`src/rtl/assert_macros.svh`:
```
// Assertion macros for the color string parser RTL
`ifndef ASSERT_MACROS_SVH
`define ASSERT_MACROS_SVH

// Check that cond implies expr in the same cycle, outside reset
`define CSP_ASSERT_SAME(label, cond, expr) \
   label: assert property (@(posedge clock) disable iff (reset) (cond) |-> (expr)) \
      else $error("color parser check failed");

// Check that cond implies expr in the next cycle, outside reset
`define CSP_ASSERT_NEXT(label, cond, expr) \
   label: assert property (@(posedge clock) disable iff (reset) (cond) |=> (expr)) \
      else $error("color parser check failed");

`endif

```
`src/rtl/csp_pkg.sv`:
```
// Types, constants and the color name table of the color string parser
`timescale 1ns / 1ps

package csp_pkg;

   // Token buffer size and derived widths
   localparam int MAX_TOKEN = 11;
   localparam int LEN_W     = $clog2(MAX_TOKEN + 1);
   localparam int IDX_W     = $clog2(MAX_TOKEN);

   // Character codes
   localparam logic [7:0] CH_SPACE    = 8'h20;
   localparam logic [7:0] CH_TAB      = 8'h09;
   localparam logic [7:0] CH_CR       = 8'h0D;
   localparam logic [7:0] CH_HASH     = 8'h23;
   localparam logic [7:0] CH_ZERO     = 8'h30;
   localparam logic [7:0] CH_NINE     = 8'h39;
   localparam logic [7:0] CH_LOWER_A  = 8'h61;
   localparam logic [7:0] CH_LOWER_F  = 8'h66;
   localparam logic [7:0] CH_UPPER_A  = 8'h41;
   localparam logic [7:0] CH_UPPER_Z  = 8'h5A;
   localparam logic [7:0] CASE_OFFSET = 8'h20;
   localparam logic [7:0] ALPHA_OPAQUE = 8'hFF;

   // Color name table, names right-justified in NAME_W bytes
   localparam int NAME_COUNT = 18;
   localparam int NAME_W     = 11;

   localparam logic [8*NAME_W-1:0] NAME_TEXT [NAME_COUNT] = '{
      "transparent", "none", "black", "white", "gray", "grey", "red", "green",
      "blue", "yellow", "cyan", "magenta", "orange", "purple", "pink", "brown",
      "navy", "coral"
   };

   localparam int NAME_LEN [NAME_COUNT] = '{
      11, 4, 5, 5, 4, 4, 3, 5, 4, 6, 4, 7, 6, 6, 4, 5, 4, 5
   };

   localparam logic [31:0] NAME_ARGB [NAME_COUNT] = '{
      32'h00000000, 32'h00000000, 32'hFF000000, 32'hFFFFFFFF,
      32'hFF808080, 32'hFF808080, 32'hFFFF0000, 32'hFF008000,
      32'hFF0000FF, 32'hFFFFFF00, 32'hFF00FFFF, 32'hFFFF00FF,
      32'hFFFFA500, 32'hFF800080, 32'hFFFFC0CB, 32'hFFA52A2A,
      32'hFF000080, 32'hFFFF7F50
   };

   typedef logic [7:0] char_type;
   typedef char_type [MAX_TOKEN-1:0] chars_type;

   // One registered input item as seen by the token and result stages
   typedef struct packed {
      logic     fire;   // item leaves the input register this cycle
      logic     last;
      logic     blank;
      char_type ch;     // case-folded byte
   } item_type;

   // Token including the byte that is leaving the input register
   typedef struct packed {
      logic             broken;
      logic [LEN_W-1:0] length;
      chars_type        chars;
   } tok_type;

endpackage

```
`src/rtl/csp_if.sv`:
```
// Handshake channel interfaces for the color string parser
`timescale 1ns / 1ps

interface csp_req_if;
   logic       valid;
   logic       ready;
   logic [7:0] ch;
   logic       last;

   modport source (output valid, output ch, output last, input ready);
   modport sink (input valid, input ch, input last, output ready);
endinterface

interface csp_rsp_if;
   logic        valid;
   logic        ready;
   logic        valid_res;
   logic [31:0] argb;

   modport source (output valid, output valid_res, output argb, input ready);
   modport sink (input valid, input valid_res, input argb, output ready);
endinterface

```
`src/rtl/csp_in_stage.sv`:
```
// Input register: folds case, flags whitespace and holds one item
`timescale 1ns / 1ps

module csp_in_stage (
   input  logic              clock,
   input  logic              reset,
   csp_req_if.sink           req,
   input  logic              rsp_free,
   output csp_pkg::item_type item
);
   import csp_pkg::*;

   logic     valid_ff;
   logic     last_ff;
   logic     blank_ff;
   char_type ch_ff;
   char_type ch_fold;
   logic     blank_in;
   logic     advance;
   logic     in_ready;

   // Fold upper case and detect whitespace on the incoming byte
   always_comb begin
      ch_fold = req.ch;
      if (req.ch >= CH_UPPER_A && req.ch <= CH_UPPER_Z) begin
         ch_fold = req.ch + CASE_OFFSET;
      end
      blank_in = (req.ch == CH_SPACE) || (req.ch >= CH_TAB && req.ch <= CH_CR);
   end

   // Advance unless a final item waits for a full result register
   assign advance   = valid_ff && (!last_ff || rsp_free);
   assign in_ready  = !valid_ff || advance;
   assign req.ready = in_ready;

   always_ff @(posedge clock) begin
      if (reset) begin
         valid_ff <= 1'b0;
      end else if (in_ready) begin
         valid_ff <= req.valid;
      end
   end

   // Hold the item payload
   always_ff @(posedge clock) begin
      if (req.valid && in_ready) begin
         last_ff  <= req.last;
         blank_ff <= blank_in;
         ch_ff    <= ch_fold;
      end
   end

   assign item.fire  = advance;
   assign item.last  = last_ff;
   assign item.blank = blank_ff;
   assign item.ch    = ch_ff;

endmodule

```
`src/rtl/csp_token.sv`:
```
// Token accumulator: keeps content bytes and the whitespace flags
`timescale 1ns / 1ps

module csp_token (
   input  logic              clock,
   input  logic              reset,
   input  csp_pkg::item_type item,
   output csp_pkg::tok_type  tok
);
   import csp_pkg::*;

   chars_type        chars_ff;
   logic [LEN_W-1:0] len_ff;
   logic [LEN_W-1:0] len_in;
   logic             content_ff;
   logic             content_in;
   logic             space_ff;
   logic             space_in;
   logic             broken_ff;
   logic             broken_in;
   logic             has_room;
   logic             write_en;

   assign has_room = len_ff < LEN_W'(MAX_TOKEN);
   assign write_en = item.fire && !item.blank && has_room;

   // Merge the current byte into the token seen by the result stage
   always_comb begin
      tok.chars  = chars_ff;
      tok.length = len_ff;
      tok.broken = broken_ff;
      if (!item.blank) begin
         if (space_ff) begin
            tok.broken = 1'b1;
         end
         if (has_room) begin
            tok.chars[len_ff[IDX_W-1:0]] = item.ch;
            tok.length = len_ff + LEN_W'(1);
         end else begin
            tok.broken = 1'b1;
         end
      end
   end

   // Next state: advance on each item, clear after the final one
   always_comb begin
      len_in     = len_ff;
      content_in = content_ff;
      space_in   = space_ff;
      broken_in  = broken_ff;
      if (item.fire) begin
         if (item.last) begin
            len_in     = '0;
            content_in = 1'b0;
            space_in   = 1'b0;
            broken_in  = 1'b0;
         end else begin
            len_in     = tok.length;
            broken_in  = tok.broken;
            content_in = content_ff || !item.blank;
            space_in   = space_ff || (item.blank && content_ff);
         end
      end
   end

   always_ff @(posedge clock) begin
      if (reset) begin
         len_ff     <= '0;
         content_ff <= 1'b0;
         space_ff   <= 1'b0;
         broken_ff  <= 1'b0;
      end else begin
         len_ff     <= len_in;
         content_ff <= content_in;
         space_ff   <= space_in;
         broken_ff  <= broken_in;
      end
   end

   // Store a content byte while there is room
   always_ff @(posedge clock) begin
      if (write_en) begin
         chars_ff[len_ff[IDX_W-1:0]] <= item.ch;
      end
   end

endmodule

```
`src/rtl/csp_eval.sv`:
```
// Result stage: matches names, decodes hex and holds the result item
`timescale 1ns / 1ps

module csp_eval (
   input  logic              clock,
   input  logic              reset,
   input  csp_pkg::item_type item,
   input  csp_pkg::tok_type  tok,
   output logic              rsp_free,
   csp_rsp_if.source         rsp
);
   import csp_pkg::*;

   logic        valid_ff;
   logic        res_ff;
   logic [31:0] argb_ff;
   logic [32:0] eval_out;
   logic        load;

   // Value of a hex digit, bit 4 set when the byte is not one
   function automatic logic [4:0] hex_digit(char_type c);
      logic [4:0] v;
      v = 5'h10;
      if (c >= CH_ZERO && c <= CH_NINE) begin
         v = {1'b0, 4'(c - CH_ZERO)};
      end else if (c >= CH_LOWER_A && c <= CH_LOWER_F) begin
         v = {1'b0, 4'(c - CH_LOWER_A + 8'd10)};
      end
      return v;
   endfunction

   // Return {valid, argb} for a complete token
   function automatic logic [32:0] eval_token(tok_type t);
      logic        found;
      logic        eq;
      logic [31:0] name_argb;
      logic [31:0] hex_argb;
      logic [4:0]  dv [8];
      logic        bad3;
      logic        bad6;
      logic        bad8;
      logic        is3;
      logic        is6;
      logic        is8;
      logic        hex_ok;
      logic [7:0]  alpha;
      char_type    nb;
      int          sh;
      found     = 1'b0;
      name_argb = '0;
      for (int k = 0; k < NAME_COUNT; k++) begin
         eq = (t.length == LEN_W'(NAME_LEN[k]));
         for (int p = 0; p < NAME_W; p++) begin
            sh = (p < NAME_LEN[k]) ? (NAME_LEN[k] - 1 - p) : 0;
            nb = 8'(NAME_TEXT[k] >> (8 * sh));
            if (p < NAME_LEN[k] && t.chars[p] != nb) begin
               eq = 1'b0;
            end
         end
         if (eq && !found) begin
            found     = 1'b1;
            name_argb = NAME_ARGB[k];
         end
      end

      for (int i = 0; i < 8; i++) begin
         dv[i] = hex_digit(t.chars[i + 1]);
      end
      bad3 = dv[0][4] | dv[1][4] | dv[2][4];
      bad6 = bad3 | dv[3][4] | dv[4][4] | dv[5][4];
      bad8 = bad6 | dv[6][4] | dv[7][4];
      is3  = (t.length == LEN_W'(4));
      is6  = (t.length == LEN_W'(7));
      is8  = (t.length == LEN_W'(9));
      hex_ok = (t.chars[0] == CH_HASH) &&
               ((is3 && !bad3) || (is6 && !bad6) || (is8 && !bad8));
      alpha = is8 ? {dv[6][3:0], dv[7][3:0]} : ALPHA_OPAQUE;
      if (is3) begin
         hex_argb = {ALPHA_OPAQUE, dv[0][3:0], dv[0][3:0], dv[1][3:0], dv[1][3:0],
                     dv[2][3:0], dv[2][3:0]};
      end else begin
         hex_argb = {alpha, dv[0][3:0], dv[1][3:0], dv[2][3:0], dv[3][3:0],
                     dv[4][3:0], dv[5][3:0]};
      end

      priority if (t.broken || t.length == '0) begin
         return {1'b0, 32'h0};
      end else if (found) begin
         return {1'b1, name_argb};
      end else if (hex_ok) begin
         return {1'b1, hex_argb};
      end else begin
         return {1'b0, 32'h0};
      end
   endfunction

   assign eval_out = eval_token(tok);
   assign load     = item.fire && item.last;
   assign rsp_free = !valid_ff || rsp.ready;

   // Hold the result until taken
   always_ff @(posedge clock) begin
      if (reset) begin
         valid_ff <= 1'b0;
      end else if (load) begin
         valid_ff <= 1'b1;
      end else if (rsp.ready) begin
         valid_ff <= 1'b0;
      end
   end

   always_ff @(posedge clock) begin
      if (load) begin
         res_ff  <= eval_out[32];
         argb_ff <= eval_out[31:0];
      end
   end

   assign rsp.valid     = valid_ff;
   assign rsp.valid_res = res_ff;
   assign rsp.argb      = argb_ff;

endmodule

```
`src/rtl/color_string_parser_core.sv`:
```
// Top level of the color string parser
//
//   Channel  Dir  Payload                 Handshake
//   req      in   ch[7:0], last           valid / ready
//   rsp      out  valid_res, argb[31:0]   valid / ready
//
// One byte is accepted per cycle while req.ready is high. Each byte is registered in the
// input register; when the final byte leaves it, the result is registered in the output
// register in the next cycle, so rsp.valid rises after the input and output registers.
// The name compares and hex decode are combinational ahead of the output register. Reset
// is synchronous and clears the token state. A stalled rsp only holds req.ready low once
// a final byte waits in the input register; other bytes keep flowing.
`timescale 1ns / 1ps
`include "assert_macros.svh"

module color_string_parser_core (
   input logic       clock,
   input logic       reset,
   csp_req_if.sink   req,
   csp_rsp_if.source rsp
);
   import csp_pkg::*;

   item_type item;
   tok_type  tok;
   logic     rsp_free;

   csp_in_stage u_in (
      .clock    (clock),
      .reset    (reset),
      .req      (req),
      .rsp_free (rsp_free),
      .item     (item)
   );

   csp_token u_token (
      .clock (clock),
      .reset (reset),
      .item  (item),
      .tok   (tok)
   );

   csp_eval u_eval (
      .clock    (clock),
      .reset    (reset),
      .item     (item),
      .tok      (tok),
      .rsp_free (rsp_free),
      .rsp      (rsp)
   );

   // An invalid result carries a zero color
   `CSP_ASSERT_SAME(a_invalid_zero, rsp.valid && !rsp.valid_res, rsp.argb == 32'h0)
   // Input stalls only behind a final item blocked by a full result register
   `CSP_ASSERT_SAME(a_stall_cause, !req.ready, item.last && rsp.valid && !rsp.ready)
   // A final item leaving the input register shows a result next cycle
   `CSP_ASSERT_NEXT(a_result_follows, item.fire && item.last, rsp.valid)

endmodule

```
`src/flat_wrapper.sv`:
```
// flat-port wrapper written by rule: the top's interface ports become plain ports
module color_string_parser_core_flat import csp_pkg::*;
  (clock, reset, req_valid, req_ch, req_last, req_ready, rsp_valid, rsp_valid_res, rsp_argb, rsp_ready);
  csp_req_if req_i ();
  csp_rsp_if rsp_i ();
  input logic clock;
  input logic reset;
  input wire logic [$bits(req_i.valid)-1:0] req_valid;
  input wire logic [$bits(req_i.ch)-1:0] req_ch;
  input wire logic [$bits(req_i.last)-1:0] req_last;
  output wire logic [$bits(req_i.ready)-1:0] req_ready;
  output wire logic [$bits(rsp_i.valid)-1:0] rsp_valid;
  output wire logic [$bits(rsp_i.valid_res)-1:0] rsp_valid_res;
  output wire logic [$bits(rsp_i.argb)-1:0] rsp_argb;
  input wire logic [$bits(rsp_i.ready)-1:0] rsp_ready;
  assign req_i.valid = req_valid;
  assign req_i.ch = req_ch;
  assign req_i.last = req_last;
  assign req_ready = req_i.ready;
  assign rsp_valid = rsp_i.valid;
  assign rsp_valid_res = rsp_i.valid_res;
  assign rsp_argb = rsp_i.argb;
  assign rsp_i.ready = rsp_ready;
  color_string_parser_core u_core (.clock(clock), .reset(reset), .req(req_i), .rsp(rsp_i));
endmodule
```
`config.mk`:
```
export PLATFORM = sky130hd
export DESIGN_NAME = color_string_parser_core_flat
export DESIGN_NICKNAME = d
export VERILOG_FILES = /design/src/rtl/csp_pkg.sv /design/src/rtl/csp_if.sv /design/src/rtl/csp_in_stage.sv /design/src/rtl/csp_token.sv /design/src/rtl/csp_eval.sv /design/src/rtl/color_string_parser_core.sv /design/src/flat_wrapper.sv
export VERILOG_INCLUDE_DIRS = /design/src /design/src/rtl
export SDC_FILE = /design/constraint.sdc
export NUM_CORES = 1
export LEC_CHECK = 0
export ABC_AREA = 1
export BUFFER_PORTS_ARGS = -buffer_cell sky130_fd_sc_hd__buf_4
export CAP_MARGIN = 20
export CORE_ASPECT_RATIO = 2
export CORE_MARGIN = 4
export CORE_UTILIZATION = 68
export DETAILED_ROUTE_END_ITERATION = 12
export PLACE_DENSITY_LB_ADDON = 0.1
export SYNTH_ARGS = -nofsm -noshare
export SYNTH_HDL_FRONTEND = slang
export SYNTH_SLANG_ARGS = --single-unit
```
`constraint.sdc`:
```
create_clock -name clock -period 9.9 [get_ports clock]
set_input_delay 0.99 -clock clock [delete_from_list [all_inputs] [get_ports clock]]
set_output_delay 0.99 -clock clock [all_outputs]
set_load 0.03 [all_outputs]
```
=== Word level (Yosys, flattened, before mapping) ===
Index checks and enable logic that the tools add are counted.

* Add/subtract/negate cells: 26
* Order comparisons: 39
* Equal/unequal tests: 66
* Multiplexer cells: 156
* Bitwise logic cells: 7
* Reductions and logical operators: 81

{| class="wikitable"
|+ Operators with widths
! kind !! count
|-
| 2-to-1 mux 32 bit || 17
|-
| inequality test 8 x 7 -> 1 bit (second input constant) || 57
|-
| 2-to-1 mux 1 bit || 113
|-
| 2-to-1 mux 93 bit || 1
|-
| 2-to-1 mux 92 bit || 1
|-
| bitwise mux 88 bit || 1
|-
| 2-to-1 mux 5 bit || 16
|-
| greater-or-equal comparator 8 x 7 -> 1 bit (second input constant) || 9
|-
| less-or-equal comparator 8 x 7 -> 1 bit (second input constant) || 9
|-
| 2-to-1 mux 33 bit || 2
|-
| greater-or-equal comparator 8 x 6 -> 1 bit (second input constant) || 8
|-
| less-or-equal comparator 8 x 6 -> 1 bit (second input constant) || 8
|-
| subtractor 4 x 1 -> 4 bit (second input constant) || 16
|-
| logical AND 1 bit || 46
|-
| adder 4 bit (second input constant) || 8
|-
| demux 8 bit (select 4 bit) || 1
|-
| logical NOT 1 bit || 24
|-
| 2-to-1 mux 8 bit || 3
|-
| == test 4 x 3 -> 1 bit (second input constant) || 4
|-
| == test 8 x 6 -> 1 bit (second input constant) || 2
|-
| logical OR 1 bit || 9
|-
| adder 8 x 6 -> 8 bit (second input constant) || 1
|-
| == test 4 bit (second input constant) || 2
|-
| greater-or-equal comparator 8 x 4 -> 1 bit (second input constant) || 1
|-
| 10 further kinds || 16
|}

* Flip-flop bits (word level): 140
* Input port bits: 13
* Output and inout port bits: 35
* Logic and storage cells: 397

=== Depth between registers and ports, before layout ===
* Word-level depth: 72
* Gate-level depth with buffers: 32
* Depth with buffers taken out: 28

=== Modules after synthesis ===
From an unflattened synthesis, not the netlist that was laid out.

* Cells, all modules: 1410
* Area total of the unflattened synthesis: 10194.8 µm²

{| class="wikitable"
|+ Modules (own cells, without submodules)
! module !! times used !! cells each !! area an instance (µm²) !! seq. area each (µm²)
|-
| csp_token || 1 || 646 || 5148.7 || 2782.7
|-
| csp_eval || 1 || 712 || 4510.6 || 1011.0
|-
| csp_in_stage || 1 || 52 || 535.5 || 320.3
|}

=== Worst setup path before layout ===
Ideal clock, no wire load.

* Kind: in2reg
* Start point: input rsp_ready
* End point: register u_core.u_token.chars_ff[0] (netlist name) (enable)
* Library setup time: 0.535 ns
* Arrival time: 5.046 ns
* Required time: 9.365 ns
* Setup slack: 4.319 ns
* Cell stages on the path: 6
* Path buffers: 0
* Path through: nor2_1 -> nand2_1 -> nand2_1 -> inv_1 -> nand2_1 -> nor2_1

* Cells in the longest elaborated chain, start to end: 5

{| class="wikitable"
|+ RTL lines
! element !! line !! text
|-
| from (decl) || flat_wrapper.sv:15 || <nowiki>input wire logic [$bits(rsp_i.ready)-1:0] rsp_ready;</nowiki>
|-
| logical OR 1 bit || csp_eval.sv:99 || <nowiki>assign rsp_free = !valid_ff || rsp.ready;</nowiki>
|-
| logical OR 1 bit || csp_in_stage.sv:32 || <nowiki>assign advance = valid_ff && (!last_ff || rsp_free);</nowiki>
|-
| logical AND 1 bit || csp_in_stage.sv:32 ||
|-
| logical AND 1 bit (2 in a row) || csp_token.sv:25 || <nowiki>assign write_en = item.fire && !item.blank && has_room;</nowiki>
|-
| named net u_core.u_token.write_en || csp_token.sv:22 || <nowiki>logic write_en;</nowiki>
|-
| to (signal, indexed assignment) || csp_token.sv:83 || <nowiki>chars_ff[len_ff[IDX_W-1:0]] <= item.ch;</nowiki>
|-
| to (decl) || csp_token.sv:12 || <nowiki>chars_type chars_ff;</nowiki>
|}

The timed path passes the listed nets, and every way through them passes these cells.
A chain may end at the register's enable or synchronous reset.

=== Final worst setup path ===
* Start point: register u_core.u_in.blank_ff
* End point: register u_core.u_eval.argb_ff[21] (netlist: u_core.u_eval.rsp.argb[21]), data pin

* Cells in the longest elaborated chain, start to end: 66
* Elaborated cells on any way between the ends: 309
* Those cells by class: 3 x add/sub; 32 x order compare; 65 x eq/ne; 141 x mux; 7 x bitwise; 61 x reduce/logical

{| class="wikitable"
|+ RTL lines
! element !! line !! text
|-
| from (decl) || csp_in_stage.sv:15 || <nowiki>logic blank_ff;</nowiki>
|-
| from (signal assigned) || csp_in_stage.sv:48 || <nowiki>blank_ff <= blank_in;</nowiki>
|-
| 2-to-1 mux 93 bit * || csp_token.sv:32 || <nowiki>if (!item.blank) begin</nowiki>
|-
| inequality test 8 x 7 -> 1 bit / == test 4 bit (equally long branches) || csp_eval.sv:56, csp_eval.sv:52 ||
|-
| 2-to-1 mux 1 bit (11 in a row) || csp_eval.sv:56 || <nowiki>if (p < NAME_LEN[k] && t.chars[p] != nb) begin</nowiki>
|-
| 2-to-1 mux 1 bit || csp_eval.sv:60 || <nowiki>if (eq && !found) begin</nowiki>
|-
| logical NOT 1 bit || csp_eval.sv:60 ||
|-
| logical AND 1 bit || csp_eval.sv:60 ||
|-
| 2-to-1 mux 1 bit || csp_eval.sv:60 ||
|-
| logical NOT 1 bit || csp_eval.sv:60 ||
|-
| (+40 left out) || - ||
|-
| 2-to-1 mux 1 bit || csp_eval.sv:60 ||
|-
| logical NOT 1 bit || csp_eval.sv:60 ||
|-
| logical AND 1 bit || csp_eval.sv:60 ||
|-
| 2-to-1 mux 1 bit || csp_eval.sv:60 ||
|-
| logical NOT 1 bit || csp_eval.sv:60 ||
|-
| logical AND 1 bit || csp_eval.sv:60 ||
|-
| 2-to-1 mux 32 bit / 2-to-1 mux 1 bit (equally long branches) || csp_eval.sv:60 ||
|-
| 2-to-1 mux 33 bit || csp_eval.sv:88 || <nowiki>end else if (found) begin</nowiki>
|-
| to (signal assigned) || csp_eval.sv:115 || <nowiki>argb_ff <= eval_out[31:0];</nowiki>
|-
| to (decl) || csp_eval.sv:16 || <nowiki>logic [31:0] argb_ff;</nowiki>
|}

Every way passes the cells marked *; elsewhere a longest branch is shown, timed or not.

==> impl_metrics.csv <==
group,metric,value,unit
detailed_routing,drc_errors,0,
sta,rsz0062_at_grt,"false",
sta,period_share,51.9,%
clocking,cts_setup_buffers,0,
synthesis,ys_seq_area_share,39.5,%
clocking,htreeDepth,4,
critical_path,end_kind,"flip-flop",
sta,worst_slew_pin_slew,1.02,ns
clocking,clock_sinks,140,
layout,ff_latch_area,4110,um2
sta,slew_viol_final,0,
min_path,worstHoldStart,"u_core.u_token.content_ff",
power,cellLeakagePower,5.19,nW
detailed_routing,via_per_inst,6.18,
layout,drive_gt1_share,12.3,%
detailed_routing,drt_iter0_markers,1125,
sta,max_freq,195,MHz
floorplan,row_count,63,
detailed_routing,routedWlPerCell,20.2,um
sta,fin_setup_tns,0,ns
clocking,cts-root-buf,"clkbuf_16",
clocking,cts_resized,0,
sta,final-setup-viol-count,0,
floorplan,die_w,95.5,um
clocking,ctsHoldBuffers,0,
layout,antenna_cells,0,
synthesis,synth_edf_count,131,
synthesis,synth_cell_types,53,
critical_path,worstSetupPathType,"reg -> reg",
synthesis,syn_inst,1429,
sta,skew,0.0104,ns
synthesis,async_reset_ff_share,0,%
place,gp_congestion,1.11,
power,ir_worst_vdd,198,uV
critical_path,arrival,5.45,ns
global_route,grt_pass1_wl,52.6,mm
synthesis,yosysWarningCount,0,
place,port-buffer-count,47,
global_route,antenna_found_initial,0,
power,p_per_area,134,nW/um2
critical_path,required,10.21,ns
layout,nNetsFinal,1507,
critical_path,startpoint_type,"flip-flop",
global_route,grt_pass1_vias,10100,
place,dp_hpwl,24.2,mm
global_route,grt-ovfl-total,0,
detailed_routing,vias,10300,
clocking,numCtsBuffers,17,
global_route,track_usage,40.2,%
floorplan,fp.dieH,183,um
floorplan,ios,48,
floorplan,die_area,17500,um2
synthesis,avgSynthCellArea,7.28,um2
clocking,clockBufferDepth,2,
critical_path,crit_start,"u_core.u_in.blank_ff",
min_path,holdCritPathClass,"reg -> reg",
synthesis,synth_area,10400,um2
critical_path,rr_startpoint,"u_core.u_in.blank_ff",
synthesis,ys.flop_type,"edfxtp_1",
critical_path,cp_max_fo,42,
floorplan,core,14900,um2
status,status,"complete, no violations",
detailed_routing,routed_wl,33.6,mm
clocking,clock_latency,0.44,ns
synthesis,ys_seq_elements,140,
synthesis,synth_fp_nets,1481,
sta,period_minus_slack,5.14,ns
layout,syn2layout_area_growth,9.35,%
detailed_routing,dr.pass1.iters,8,
power,total_power,1.52,mW
layout,nFillCells,1045,
sta,max_slew_margin,31.7,%
layout,multi_input_area,5180,um2
floorplan,start_util,69.9,%
clocking,cts_tree,"yes",
detailed_routing,drtAntennaViolNets,0,
clocking,clkTransAtPathRegs,0.06,ns
sta,hold_viol_final,0,
global_route,grt_max_degree,47,
job,cap_violations,0,
## worst max-delay path, stage by stage (launching register included)
cell	delay [ns]
edfxtp_1	0.36
buf_4	0.26
inv_2	0.54
nand2_4	0.45
nand2_1	0.15
nand2_1	0.21
nor3_4	0.69
inv_2	0.34
nor4_1	0.35
nand4_1	0.18
nor4_2	0.63
inv_2	0.08
nand2_1	0.12
inv_1	0.06
nand2_1	0.18
nor2_1	0.10
o21ai_1	0.10
nand2_1	0.08
inv_1	0.07
## cells by family after synthesis
| kind of cell | synth area share [%] |
|---|---|
| compound gates | 10.5 |
| fa+ha+maj | 4.69 |
| flops | 39.5 |
| buf+inv | 10.7 |
| xor+xnor | 0.505 |
| simple gates | 34.0 |
## synthesized netlist by cell type (3+ instances only)
| cell type | instances | area share [%] |
|---|---|---|
| o21ai_1 | 40 | 1.9 |
| nor3b_1 | 4 | 0.29 |
| buf_2 | 16 | 0.77 |
| nor2_4 | 3 | 0.32 |
| nand4_1 | 41 | 2.5 |
| nor3_1 | 24 | 1.2 |
| o21ai_0 | 70 | 3.4 |
| and2_1 | 6 | 0.36 |
| o21ai_2 | 9 | 0.76 |
| a21oi_2 | 13 | 1.1 |
| a21oi_1 | 32 | 1.5 |
| edfxtp_1 | 131 | 38 |
| buf_6 | 8 | 0.87 |
| or2_0 | 3 | 0.18 |
| clkbuf_1 | 10 | 0.36 |
| buf_4 | 8 | 0.58 |
| and3_1 | 4 | 0.24 |
| o21a_1 | 3 | 0.22 |
| nor2_1 | 123 | 4.4 |
| nand3_1 | 120 | 5.8 |
| o211ai_1 | 4 | 0.29 |
| nand2_2 | 9 | 0.54 |
| or2_2 | 17 | 1.0 |
| dfxtp_1 | 9 | 1.7 |
| nand3_2 | 7 | 0.67 |
| ha_1 | 39 | 4.7 |
| buf_1 | 3 | 0.11 |
| nand2_1 | 398 | 14 |
| nor4_1 | 9 | 0.54 |
| inv_2 | 21 | 0.76 |
| inv_1 | 199 | 7.2 |
| nor2_2 | 8 | 0.48 |
| xor2_1 | 5 | 0.42 |
| a31oi_1 | 6 | 0.36 |
| o22ai_1 | 3 | 0.18 |
## cells in the final DEF (no fill, tap or decap), types with 13 or more instances in the layout
cell	instances
nand2_1	398
inv_1	199
edfxtp_1	131
nor2_1	122
nand3_1	120
o21ai_0	70
buf_4	52
nand4_1	41
o21ai_1	40
ha_1	39
a21oi_1	32
nor3_1	24
inv_2	21
or2_2	17
clkbuf_16	17
a21oi_2	13
## metal layers
metal	global-route usage (%)	part of all wire, %
met1	42.5	32
met2	66.1	49
met3	8.09	8.9
met4	34.8	10
met5	0	0
## stage by stage
stage	setup slack [ns]	instances	util, %	hold slack, ns	cell area [um2]
2_1_floorplan	4.32	1429	-	0.425	10400
3_3_place_gp	4.88	1631	72.3	0.445	10800
3_5_place_dp	4.90	1631	72.3	0.447	10800
4_1_cts	4.89	1663	76.4	0.463	11400
5_1_grt	4.44	1663	76.4	0.489	11400
6_report	4.76	1663	76.4	0.466	11400
## area by class of cell
cell class / instances / area share, %
Multi-Input combinational cell: 1021 / 45.5
Sequential cell: 140 / 36.1
Clock buffer: 20 / 3.92
Tap cell: 195 / 2.14
Clock inverter: 12 / 1.44
Timing Repair Buffer: 52 / 3.43
Inverter: 223 / 7.38
## power breakdown
group	leakage, nW	internal [mW]	switching, mW
logic	3.72	0.0452	0.129
clock network	0.289	0.406	0.270
registers	1.18	0.661	0.0127
## sequential cells by signal, summed over array words and instances, names as in the netlist, 4 cells and up
register,cells
u_core.u_token.len_ff,4
u_core.u_token.chars_ff,88
u_core.u_eval.rsp.argb,32
u_core.u_in.ch_ff,8
## worst paths after layout
path / end / depth (start not counted) / slack [ns]
worst max-delay path: u_core.u_eval.rsp.argb[21] / 18 / 4.76
worst min-delay path: u_core.u_token.content_ff / 2 / 0.47
worst max register to register: u_core.u_eval.rsp.argb[21] / 18 / 4.76
worst min register to register: u_core.u_token.content_ff / 2 / 0.47
(Power assumes the default switching activity.)
